[src/hw/rtl/krdt_pkg.sv]
// ----------------------------------------------------------------------------
// krdt_pkg
// Shared types and constants for the key repeat / double-tap qualifier.
// ----------------------------------------------------------------------------
`default_nettype none

package krdt_pkg;

  // Default key mask width
  localparam int KEY_BITS_DEFAULT = 16;

  // Field widths
  localparam int KEY_W  = 16;
  localparam int CNT_W  = 16;
  localparam int MODE_W = 2;
  localparam int CFG_IDX_W = 3;

  // Event codes
  localparam logic [MODE_W-1:0] MODE_DOWN = 2'd0;
  localparam logic [MODE_W-1:0] MODE_UP   = 2'd1;
  localparam logic [MODE_W-1:0] MODE_TICK = 2'd2;

  // Register indexes
  localparam logic [CFG_IDX_W-1:0] CFG_REPEAT_DELAY = 3'd0;
  localparam logic [CFG_IDX_W-1:0] CFG_REPEAT_RATE  = 3'd1;
  localparam logic [CFG_IDX_W-1:0] CFG_TAP_WINDOW   = 3'd2;
  localparam logic [CFG_IDX_W-1:0] CFG_DPAD_MASK    = 3'd3;
  localparam logic [CFG_IDX_W-1:0] CFG_EDIT_KEY     = 3'd4;

  // Register reset values
  localparam logic [CNT_W-1:0] RST_REPEAT_DELAY = 16'd20;
  localparam logic [CNT_W-1:0] RST_REPEAT_RATE  = 16'd4;
  localparam logic [CNT_W-1:0] RST_TAP_WINDOW   = 16'd15;
  localparam logic [KEY_W-1:0] RST_DPAD_MASK    = 16'd15;
  localparam logic [KEY_W-1:0] RST_EDIT_KEY     = 16'd16;

  // Input word
  typedef struct packed {
    logic [MODE_W-1:0] mode;
    logic [KEY_W-1:0]  key_bits;
  } krdt_in_t;

  // Output word
  typedef struct packed {
    logic [KEY_W-1:0] held_mask;
    logic             double_tap;
  } krdt_out_t;

  // Configuration register set
  typedef struct packed {
    logic [CNT_W-1:0] repeat_delay;
    logic [CNT_W-1:0] repeat_rate;
    logic [CNT_W-1:0] double_tap_window;
    logic [KEY_W-1:0] dpad_mask;
    logic [KEY_W-1:0] edit_key;
  } krdt_cfg_t;

  // Core result: word plus its emit flag
  typedef struct packed {
    logic      emit;
    krdt_out_t data;
  } krdt_res_t;

endpackage

`default_nettype wire

[src/hw/rtl/krdt_cfg.sv]
// ----------------------------------------------------------------------------
// krdt_cfg
// Configuration register file, written through a plain write port.
// ----------------------------------------------------------------------------
`default_nettype none

module krdt_cfg (
  input  wire logic                           clk,
  input  wire logic                           rst,
  input  wire logic                           cfg_write,
  input  wire logic [krdt_pkg::CFG_IDX_W-1:0] cfg_index,
  input  wire logic [krdt_pkg::KEY_W-1:0]     cfg_data,
  output krdt_pkg::krdt_cfg_t                 cfg
);

  krdt_pkg::krdt_cfg_t regs;

  // Register writes; unknown indexes are dropped
  always_ff @(posedge clk) begin
    if (rst) begin
      regs.repeat_delay      <= krdt_pkg::RST_REPEAT_DELAY;
      regs.repeat_rate       <= krdt_pkg::RST_REPEAT_RATE;
      regs.double_tap_window <= krdt_pkg::RST_TAP_WINDOW;
      regs.dpad_mask         <= krdt_pkg::RST_DPAD_MASK;
      regs.edit_key          <= krdt_pkg::RST_EDIT_KEY;
    end else if (cfg_write) begin
      unique case (cfg_index)
        krdt_pkg::CFG_REPEAT_DELAY: regs.repeat_delay      <= cfg_data;
        krdt_pkg::CFG_REPEAT_RATE:  regs.repeat_rate       <= cfg_data;
        krdt_pkg::CFG_TAP_WINDOW:   regs.double_tap_window <= cfg_data;
        krdt_pkg::CFG_DPAD_MASK:    regs.dpad_mask         <= cfg_data;
        krdt_pkg::CFG_EDIT_KEY:     regs.edit_key          <= cfg_data;
        default: ;
      endcase
    end
  end

  assign cfg = regs;

endmodule

`default_nettype wire

[src/hw/rtl/krdt_core.sv]
// ----------------------------------------------------------------------------
// krdt_core
// Held-key, double-tap and repeat state with the per-event update logic.
// ----------------------------------------------------------------------------
`default_nettype none

module krdt_core #(
  parameter int KEY_BITS = krdt_pkg::KEY_BITS_DEFAULT
) (
  input  wire logic                clk,
  input  wire logic                rst,
  input  wire logic                fire,
  input  wire krdt_pkg::krdt_in_t  ev,
  input  wire krdt_pkg::krdt_cfg_t cfg,
  output krdt_pkg::krdt_res_t      res
);

  // Only key bits below both the key width and the field width can be held
  localparam int HW = (KEY_BITS < krdt_pkg::KEY_W) ? KEY_BITS : krdt_pkg::KEY_W;

  logic [HW-1:0]              held;
  logic [HW-1:0]              held_next;
  logic [krdt_pkg::CNT_W-1:0] tap_cnt;
  logic [krdt_pkg::CNT_W-1:0] tap_cnt_next;
  logic [krdt_pkg::CNT_W-1:0] rep_cnt;
  logic [krdt_pkg::CNT_W-1:0] rep_cnt_next;

  logic [HW-1:0]              keys;
  logic [HW-1:0]              dpad;
  logic [HW-1:0]              held_or;
  logic [HW-1:0]              held_dpad;
  logic [krdt_pkg::KEY_W-1:0] keys_full;
  logic [krdt_pkg::CNT_W-1:0] rep_dec;
  logic                       is_edit;
  logic                       single;

  // Operand prep
  always_comb begin
    keys      = ev.key_bits[HW-1:0];
    dpad      = cfg.dpad_mask[HW-1:0];
    keys_full = krdt_pkg::KEY_W'(keys);
    is_edit   = (keys_full == cfg.edit_key);
    held_or   = held | keys;
    held_dpad = held & dpad;
    // exactly one held d-pad key
    single    = (held_dpad != '0) && ((held_dpad & (held_dpad - 1'b1)) == '0);
    rep_dec   = rep_cnt - 1'b1;
  end

  // Event update
  always_comb begin
    held_next    = held;
    tap_cnt_next = tap_cnt;
    rep_cnt_next = rep_cnt;
    res.emit     = 1'b0;
    res.data     = '0;
    unique case (ev.mode)
      krdt_pkg::MODE_DOWN: begin
        held_next = held_or;
        if ((keys & dpad) != '0) begin
          // new direction replaces any other held direction
          held_next    = (held_or & ~dpad) | keys;
          rep_cnt_next = cfg.repeat_delay;
        end
        tap_cnt_next        = '0;
        res.emit            = 1'b1;
        res.data.held_mask  = krdt_pkg::KEY_W'(held_next);
        res.data.double_tap = is_edit && (tap_cnt != '0);
      end
      krdt_pkg::MODE_UP: begin
        held_next = held & ~keys;
        if (is_edit) begin
          tap_cnt_next = cfg.double_tap_window;
        end
        res.emit = (held_next == '0);
      end
      krdt_pkg::MODE_TICK: begin
        if (tap_cnt != '0) begin
          tap_cnt_next = tap_cnt - 1'b1;
        end
        if (rep_cnt != '0) begin
          if (single) begin
            if (rep_dec == '0) begin
              // repeat fires, reload with the rate
              rep_cnt_next       = cfg.repeat_rate;
              res.emit           = 1'b1;
              res.data.held_mask = krdt_pkg::KEY_W'(held);
            end else begin
              rep_cnt_next = rep_dec;
            end
          end else begin
            rep_cnt_next = '0;
          end
        end
      end
      default: ;
    endcase
  end

  // State registers
  always_ff @(posedge clk) begin
    if (rst) begin
      held    <= '0;
      tap_cnt <= '0;
      rep_cnt <= '0;
    end else if (fire) begin
      held    <= held_next;
      tap_cnt <= tap_cnt_next;
      rep_cnt <= rep_cnt_next;
    end
  end

endmodule

`default_nettype wire

[src/hw/rtl/key_repeat_double_tap_qualifier.sv]
// ----------------------------------------------------------------------------
// key_repeat_double_tap_qualifier
// Keypad qualifier: held-button mask, edit-key double tap and d-pad repeat.
// ----------------------------------------------------------------------------
// Order: an accepted event waits in the input register until the result slot
//   is free or draining; its emitted result then loads into the result register.
// Throughput: one event per cycle (single-pass update) unless the output stalls.
// Reset (synchronous): held mask and both counters clear, registers take
//   their default values, both pipeline registers empty.
`default_nettype none

module key_repeat_double_tap_qualifier #(
  parameter int KEY_BITS = krdt_pkg::KEY_BITS_DEFAULT
) (
  input  wire logic                           clk,
  input  wire logic                           rst,
  input  wire logic                           in_valid,
  output logic                                in_ready,
  input  wire krdt_pkg::krdt_in_t             in_data,
  output logic                                out_valid,
  input  wire logic                           out_ready,
  output krdt_pkg::krdt_out_t                 out_data,
  input  wire logic                           cfg_write,
  input  wire logic [krdt_pkg::CFG_IDX_W-1:0] cfg_index,
  input  wire logic [krdt_pkg::KEY_W-1:0]     cfg_data
);

  krdt_pkg::krdt_cfg_t cfg;
  krdt_pkg::krdt_in_t  s_data;
  krdt_pkg::krdt_res_t res;
  logic                s_valid;
  logic                s_fire;

  // Configuration registers
  krdt_cfg u_cfg (
    .clk       (clk),
    .rst       (rst),
    .cfg_write (cfg_write),
    .cfg_index (cfg_index),
    .cfg_data  (cfg_data),
    .cfg       (cfg)
  );

  // Event stage retires when the result slot is free or being drained
  assign s_fire   = s_valid && (!out_valid || out_ready);
  assign in_ready = !s_valid || s_fire;

  // Input register
  always_ff @(posedge clk) begin
    if (rst) begin
      s_valid <= 1'b0;
    end else if (in_ready) begin
      s_valid <= in_valid;
    end
  end

  always_ff @(posedge clk) begin
    if (in_ready && in_valid) begin
      s_data <= in_data;
    end
  end

  // State and update logic
  krdt_core #(
    .KEY_BITS (KEY_BITS)
  ) u_core (
    .clk  (clk),
    .rst  (rst),
    .fire (s_fire),
    .ev   (s_data),
    .cfg  (cfg),
    .res  (res)
  );

  // Result register
  always_ff @(posedge clk) begin
    if (rst) begin
      out_valid <= 1'b0;
    end else if (s_fire && res.emit) begin
      out_valid <= 1'b1;
    end else if (out_ready) begin
      out_valid <= 1'b0;
    end
  end

  always_ff @(posedge clk) begin
    if (s_fire && res.emit) begin
      out_data <= res.data;
    end
  end

  // Checks
  a_stage_hold: assert property (@(posedge clk) disable iff (rst)
    s_valid && !s_fire |=> s_valid && $stable(s_data))
    else $error("event stage lost or changed a stalled word");

  a_result_load: assert property (@(posedge clk) disable iff (rst)
    s_fire && res.emit |=> out_valid && (out_data == $past(res.data)))
    else $error("emitted result not captured");

  a_no_block: assert property (@(posedge clk) disable iff (rst)
    out_ready |-> in_ready)
    else $error("input stalled while output drains");

  a_empty_ready: assert property (@(posedge clk) disable iff (rst)
    !s_valid |-> in_ready)
    else $error("empty stage not ready");

endmodule

`default_nettype wire
[config.mk]
export PLATFORM = sky130hd
export DESIGN_NAME = key_repeat_double_tap_qualifier
export DESIGN_NICKNAME = d
export VERILOG_FILES = /design/src/hw/rtl/krdt_pkg.sv /design/src/hw/rtl/krdt_cfg.sv /design/src/hw/rtl/krdt_core.sv /design/src/hw/rtl/key_repeat_double_tap_qualifier.sv
export SDC_FILE = /design/constraint.sdc
export NUM_CORES = 1
export LEC_CHECK = 0
export ABC_AREA = 1
export BUFFER_PORTS_ARGS = -buffer_cell sky130_fd_sc_hd__buf_2
export CORE_AREA = 2 2 146 177
export CTS_CLUSTER_DIAMETER = 60
export DETAILED_ROUTE_END_ITERATION = 12
export DIE_AREA = 0 0 148 179
export GPL_TIMING_DRIVEN = 0
export HOLD_SLACK_MARGIN = 0.12
export PLACE_DENSITY_LB_ADDON = 0.1
export SYNTH_ARGS = -nofsm -noshare
export SYNTH_HDL_FRONTEND = slang
export SYNTH_SLANG_ARGS = --single-unit
[constraint.sdc]
create_clock -name clk -period 2.8 [get_ports clk]
set_input_delay 0.14 -clock clk [delete_from_list [all_inputs] [get_ports clk]]
set_output_delay 0.14 -clock clk [all_outputs]
set_load 0.01 [all_outputs]
==> results of run 1 <==
cell usage after synthesis, types with 2 or more instances:
cell and n:
nand2_1 312, nor2_1 164, inv_1 142, dfxtp_1 130
a21oi_1 121, o21ai_0 115, nand3_1 59, clkbuf_1 35
edfxtp_1 35, xnor2_1 15, a31oi_1 11, nand4_1 11
ha_1 8, buf_2 7, nand2_2 7, o21bai_1 6
nor2_2 5, nor2_4 5, nor4_1 5, o22ai_1 5
nand3_2 4, xor2_1 4, buf_6 3, inv_2 3
nor3_1 3, o211ai_1 3, and2_1 2, clkinv_1 2
nand3b_1 2, nor2_8 2
logic make-up (layout without fill, tap and decap cells):
kind of cell    Yosys count  in the layout  synth area share (%)
buf+inv                 194            329                  8.91
xor+xnor                 19             19                  1.94
simple gates            584            584                  28.7
fa+ha+maj                 8              8                  1.17
flops                   165            165                  42.7
compound gates          268            268                  16.6
power by group:
part           internal [uW]  total, uW  switching [uW]
logic                    328        939             611
registers               2520       2610            81.1
clock network           1170       2220            1050
metrics by stage:
| step | setup WS, ps | util (%) | TNS [ps] |
|---|---|---|---|
| CTS | 1.22 | 41.0 | 0 |
| finish | 128 | 41.2 | 0 |
| detailed placement | -507 | 37.1 | -8560 |
| floorplan | 364 | - | 0 |
| global route | 5.72 | 41.2 | 0 |
| global placement | -522 | 37.1 | -8830 |
cell usage in the layout (no fill, tap or decap), types with 11 or more instances in the layout:
master,Yosys,layout
a21oi_1,121,120
dfxtp_1,130,130
edfxtp_1,35,35
buf_2,7,67
xnor2_1,15,15
inv_1,142,140
nor2_1,164,163
nand2_1,312,312
nand4_1,11,11
dlygate4sd3_1,0,39
clkbuf_1,35,35
clkbuf_16,0,17
o21ai_0,115,115
nand3_1,59,59
a31oi_1,11,11
per-layer routing:
layer | track usage (%) | up-vias
li1 | - | 4243
met1 | 29.3 | 3780
met2 | 36.4 | 191
met3 | 3.08 | 30
met4 | 7.78 | 0
met5 | 0 | -
registers in the layout (all words and copies together) (netlist names):
register	count
s_data	18
u_core.held	16
out_valid	1
u_core.tap_cnt	16
u_core.rep_cnt	16
out_data	17
s_valid	1
u_cfg.cfg	80
path summary, 6_finish.rpt:
check | end | slack (ps) | cells past startpoint
worst min-delay path | u_cfg.cfg[50]$_SDFFE_PP1P_ | 170 | 3
worst max register to register | out_data[7]$_DFFE_PP_ | 130 | 11
worst min register to register | u_cfg.cfg[57]$_SDFFE_PP0P_ | 450 | 2
worst max-delay path | out_data[7]$_DFFE_PP_ | 130 | 11
final cells by class:
cell class              count  area share, %
plain buffers              47           2.06
flip-flops and latches    165           35.5
repair buffers            103           7.13
multi-input cells         879           40.6
clock buffers              18           4.27
well taps                 330           4.02
clock inverters            14          0.986
inverters                 147           5.40
critical path, delay by kind of cell, from the launching register on:
kind / cells / cell delay, ps
fa+ha+maj: 1 / 300
simple gates: 5 / 890
buf+inv: 4 / 560
compound gates: 1 / 150
flops: 1 / 440
repair_timing:
item / CTS / global route
hold buffers: 39 / 0
setup buffers: 2 / 2
setup endpoints to repair: 17 / 37
endpoints found under the hold margin: 67 / 0
resized for setup: 1 / 7
pin swaps: 1 / 1
==> flow_metrics.env, run 1 <==
export IMPL_outcome="complete, no violations"
export IMPL_dr_wl_met3_microns=1100
export IMPL_drc=0
export IMPL_synth_top_area_cell="dfxtp_1"
export IMPL_h_tree_depth=4
export IMPL_grt_antenna_before_repair=0
export IMPL_grt_pass1_vias=7945
export IMPL_end_kind="flip-flop"
export IMPL_ys_seq_elements=165
export IMPL_max_slew_margin_pct=19.3
export IMPL_clock_fmax_ghz=0.374
export IMPL_drtIter0Drc=593
export IMPL_cp_start_kind="flip-flop"
export IMPL_grt_pass1_wl_microns=44200
export IMPL_regArea_sq_mm=0.00365
export IMPL_yosysSeqAreaShare_pct=42.7
export IMPL_total_power_uw=5760
export IMPL_worstPathRequired_ps=2940
export IMPL_cts_root_buf="clkbuf_16"
export IMPL_die_x_microns=148
export IMPL_timing_final_crit_period_ps=2670
export IMPL_cts_buffers=17
export IMPL_skew_ps=11.2
export IMPL_die_area_sq_mm=0.0265
export IMPL_synthesis_area_sq_mm=0.00857
export IMPL_ys_types=42
export IMPL_dp_hpwl_microns=21000
export IMPL_coreArea_sq_mm=0.0250
export IMPL_routed_top_layer="met4"
export IMPL_r2r_start="s_data[16]$_DFFE_PP_"
export IMPL_hp_start="cfg_index[1]"
export IMPL_synth_top_area_share_pct=30.4
export IMPL_placed_cell_area_sq_mm=0.00928
export IMPL_multi_input_area_sq_mm=0.00418
export IMPL_synth_area_per_cell_sq_um=6.92
export IMPL_hold_violations=0
export IMPL_wl_microns=28200
export IMPL_worstSkewPairLatency_ps=440
export IMPL_area_growth_pct=20.0
export IMPL_slowest_delay_ps=440
export IMPL_met2RoutedLength_microns=13300
export IMPL_via_per_inst=4.84
export IMPL_tightest_slew_ps=1200
export IMPL_finalCritPeriodShare_pct=95.4
export IMPL_power_density_mw_per_mm2=560
export IMPL_wl_per_cell_microns=16.5
export IMPL_core_rowCount=64
export IMPL_numPortBuffers=60
export IMPL_syn_nets=1288
export IMPL_layoutNonFillerInstCount=1703
export IMPL_initial_utilization_pct=34.3
export IMPL_max_cap_viol_count=0
export IMPL_path_max_fanout=17
export IMPL_syn_inst=1238
export IMPL_rsz0062_at_grt="false"
export IMPL_nNetsFinal=1410
export IMPL_place_gp_congestion=0.856
export IMPL_final_area_sq_mm=0.0103
export IMPL_crit_chain="inv_1 -> ha_2 -> inv_1 -> a21oi_1 -> nand4_1 -> nor2_4 -> nand2_1 -> nand2_1 -> nand2_1 -> clkinvlp_4 -> buf_12"
export IMPL_critPathLaunch="s_data[16]$_DFFE_PP_"
export IMPL_worst_endpoint_arrival_ps=2820
export IMPL_dpl_cell_count=1628
export IMPL_setup_violations=0
export IMPL_drive_gt1_share_pct=10.6
export IMPL_vias=8244
export IMPL_crit_slowest_cell="edfxtp_1"
export IMPL_timing_hold_ws_ps=173
export IMPL_grt_usage_pct=22.0
export IMPL_crit_type="reg -> reg"
export IMPL_m1WireLength_microns=13200
export IMPL_ys_warn_count=0
export IMPL_ios=61
export IMPL_ys_async_sr_fraction_pct=0
export IMPL_first_pass_iters=5
export IMPL_cts_sinks=165
export IMPL_hold_class="in -> reg"
export IMPL_cp_common_cell="nand2_1"
export IMPL_grt_overflow=0
export IMPL_grt_max_degree=19
export IMPL_die_y_microns=179
export IMPL_ant_nets=0
export IMPL_clkTransAtPathRegs_ps=60
export IMPL_cts_buffer_depth=2
export IMPL_ys_flop_type="dfxtp_1"
export IMPL_cts_tree="done"
export IMPL_p_leak_uw=0.00463
export IMPL_n_antenna_cell=0
export IMPL_synth_edf_count=35
export IMPL_slew_violations=0
export IMPL_fill_cells=2736
export IMPL_max_vdd_ir_drop_v=0.000435
export IMPL_synth_area_leaders="dfxtp_1 30%, nand2_1 14%, edfxtp_1 12%"
(Power assumes the default switching activity.)
==> inputs of run 2 (changes only) <==
CORE_AREA = 5 5 149 180   (was 2 2 146 177)
DIE_AREA = 0 0 154 185   (was 0 0 148 179)
PLACE_DENSITY = 0.58   (was default)
PLACE_DENSITY_LB_ADDON = default   (was 0.1)
==> run 2 against run 1 <==
Net effect: clock skew about the same; first-iteration DRC count fell by 3.2%; wire length down 3.9%; count of clock-buffer cells in the layout rose by 4; non-clock buffer count increased by 2; total power grew 2.7%; cell area is 0.64% higher; sequential power about the same; global-route usage down 2.7 points; critical path depth grew 3.
==> flow_metrics.env, run 2 (synthesis gave the netlist of run 1 again) <==
export IMPL_outcome="complete, no violations"
export IMPL_drive_gt1_share_pct=10.7
export IMPL_coreArea_sq_mm=0.0250
export IMPL_drc=0
export IMPL_hold_violations=0
export IMPL_final_cell_mix="312 x nand2_1, 163 x nor2_1, 140 x inv_1, 130 x dfxtp_1, 120 x a21oi_1"
export IMPL_max_vdd_ir_drop_v=0.000440
export IMPL_place_gp_congestion=0.901
export IMPL_hold_class="in -> reg"
export IMPL_p_leak_uw=0.00468
export IMPL_timing_hold_ws_ps=137
export IMPL_wl_per_cell_microns=15.9
export IMPL_n_antenna_cell=0
export IMPL_dp_hpwl_microns=20200
export IMPL_regToRegSetupSlack_ps=150
export IMPL_max_cap_viol_count=0
export IMPL_clock_fmax_ghz=0.377
export IMPL_die_area_sq_mm=0.0285
export IMPL_dp_slack_ps=-407
export IMPL_grt_pass1_wl_microns=43200
export IMPL_core_rowCount=64
export IMPL_end_kind="flip-flop"
export IMPL_worst_endpoint_arrival_ps=2790
export IMPL_p_seq_share_pct=44.1
export IMPL_final_common_cell="nand2_1"
export IMPL_power_density_mw_per_mm2=572
export IMPL_crit_chain="nand2_1 -> nand2_1 -> nor2_8 -> inv_2 -> nand2_1 -> nand2_1 -> nor2_1 -> nand3_2 -> nor2_4 -> nand2_1 -> nand2_1 -> nand2_1 -> clkinvlp_4 -> buf_12"
export IMPL_ios=61
export IMPL_timing_final_crit_period_ps=2650
export IMPL_grt_antenna_before_repair=0
export IMPL_power_share_clock_pct=40.4
export IMPL_rsz0062_at_grt="false"
export IMPL_cts_buffers=17
export IMPL_crit_type="reg -> reg"
export IMPL_nNetsFinal=1412
export IMPL_drtIter0Drc=574
export IMPL_finalCritPeriodShare_pct=94.6
export IMPL_grt_pass1_vias=8036
export IMPL_grt_usage_pct=19.3
export IMPL_setup_violations=0
export IMPL_max_slew_margin_pct=54.0
export IMPL_cp_start_kind="flip-flop"
export IMPL_tightest_slew_ps=687
export IMPL_pwr_share_comb_pct=15.6
export IMPL_dpl_cell_count=1628
export IMPL_cts_tree="done"
export IMPL_worstPathRequired_ps=2940
export IMPL_clkTransAtPathRegs_ps=60
export IMPL_switching_share_pct=28.6
export IMPL_power_switching_uw=1690
export IMPL_first_pass_iters=5
export IMPL_slowest_delay_ps=340
export IMPL_largest_reg_flops=80
export IMPL_cts_root_buf="clkbuf_16"
export IMPL_cts_sinks=165
export IMPL_h_tree_depth=4
export IMPL_layoutNonFillerInstCount=1705
export IMPL_skew_ps=11.4
export IMPL_worstSkewPairLatency_ps=440
export IMPL_numPortBuffers=60
export IMPL_via_per_inst=4.93
export IMPL_path_max_fanout=16
export IMPL_wl_microns=27100
export IMPL_crit_slowest_cell="dfxtp_1"
export IMPL_vias=8407
export IMPL_initial_utilization_pct=34.3
export IMPL_fin_ws_ps=151
export IMPL_cts_buffer_depth=2
export IMPL_ant_nets=0
export IMPL_die_y_microns=185
export IMPL_slew_violations=0
export IMPL_grt_max_degree=19
export IMPL_grt_overflow=0
export IMPL_p_int_uw=4230
export IMPL_cp_common_cell="nand2_1"
export IMPL_area_growth_pct=20.8
export IMPL_die_x_microns=154
==> run 2: timing repair <==
| action | CTS | global route |
|---|---|---|
| pin swaps | 1 | 3 |
| gates cloned | 0 | 0 |
| resized for setup | 2 | 6 |
| endpoints found under the hold margin | 66 | 0 |
| setup buffers | 2 | 4 |
| hold buffers | 38 | 0 |
| setup endpoints to repair | 17 | 27 |
==> run 2: final timing paths <==
check	cells after the start	endpoint	startpoint
hold reg to reg	2	u_cfg.cfg[48]$_SDFFE_PP0P_	u_cfg.cfg[48]$_SDFFE_PP0P_
setup reg to reg	14	out_data[11]$_DFFE_PP_	u_core.held[3]$_SDFFE_PP0P_
setup / recovery	14	out_data[11]$_DFFE_PP_	u_core.held[3]$_SDFFE_PP0P_
hold / removal	4	u_cfg.cfg[36]$_SDFFE_PP0P_	cfg_index[2]
==> run 2: power groups by stage <==
stage	clock network (uW)	registers (uW)	logic [uW]
after global placement	0	2660	849
after floorplan	0	2630	604
final	2390	2610	921
after global routing	2520	2620	1040
after CTS	2410	2600	908
after detailed placement	0	2660	859
==> run 2: cell type report <==
type	instances	area (sq um)
tap	330	413
inverter	147	556
clock buffer	22	507
buffer	47	211
timing repair buffer	105	743
sequential	165	3650
fill	2661	14600
multi-input combinational	879	4180
clock inverter	10	90.1
==> run 2: per-stage QoR <==
step | setup TNS, ps | total power (uW) | instance area, sq um | utilization [%]
floorplan | 0 | 3240 | 8570 | -
global placement | -6100 | 3500 | 9280 | 37.1
detailed placement | -6890 | 3520 | 9280 | 37.1
CTS | 0 | 5930 | 10300 | 41.2
global route | 0 | 6180 | 10300 | 41.4
finish | 0 | 5910 | 10300 | 41.4
==> run 2: worst max-delay path: cells and delay by family, from the launching register on <==
family | cells | cell delay (ps)
flops | 1 | 340
simple gates | 11 | 1670
buf+inv | 3 | 310
==> run 2: per-layer routing <==
layer	part of all wire (%)	vias up	wire length (microns)	GRT usage [%]
met5	0	-	0	0
met4	3.8	0	1030	8.73
met3	5.5	55	1490	3.13
met2	47	243	12800	32.5
met1	43	3864	11800	24.4
li1	-	4245	-	-
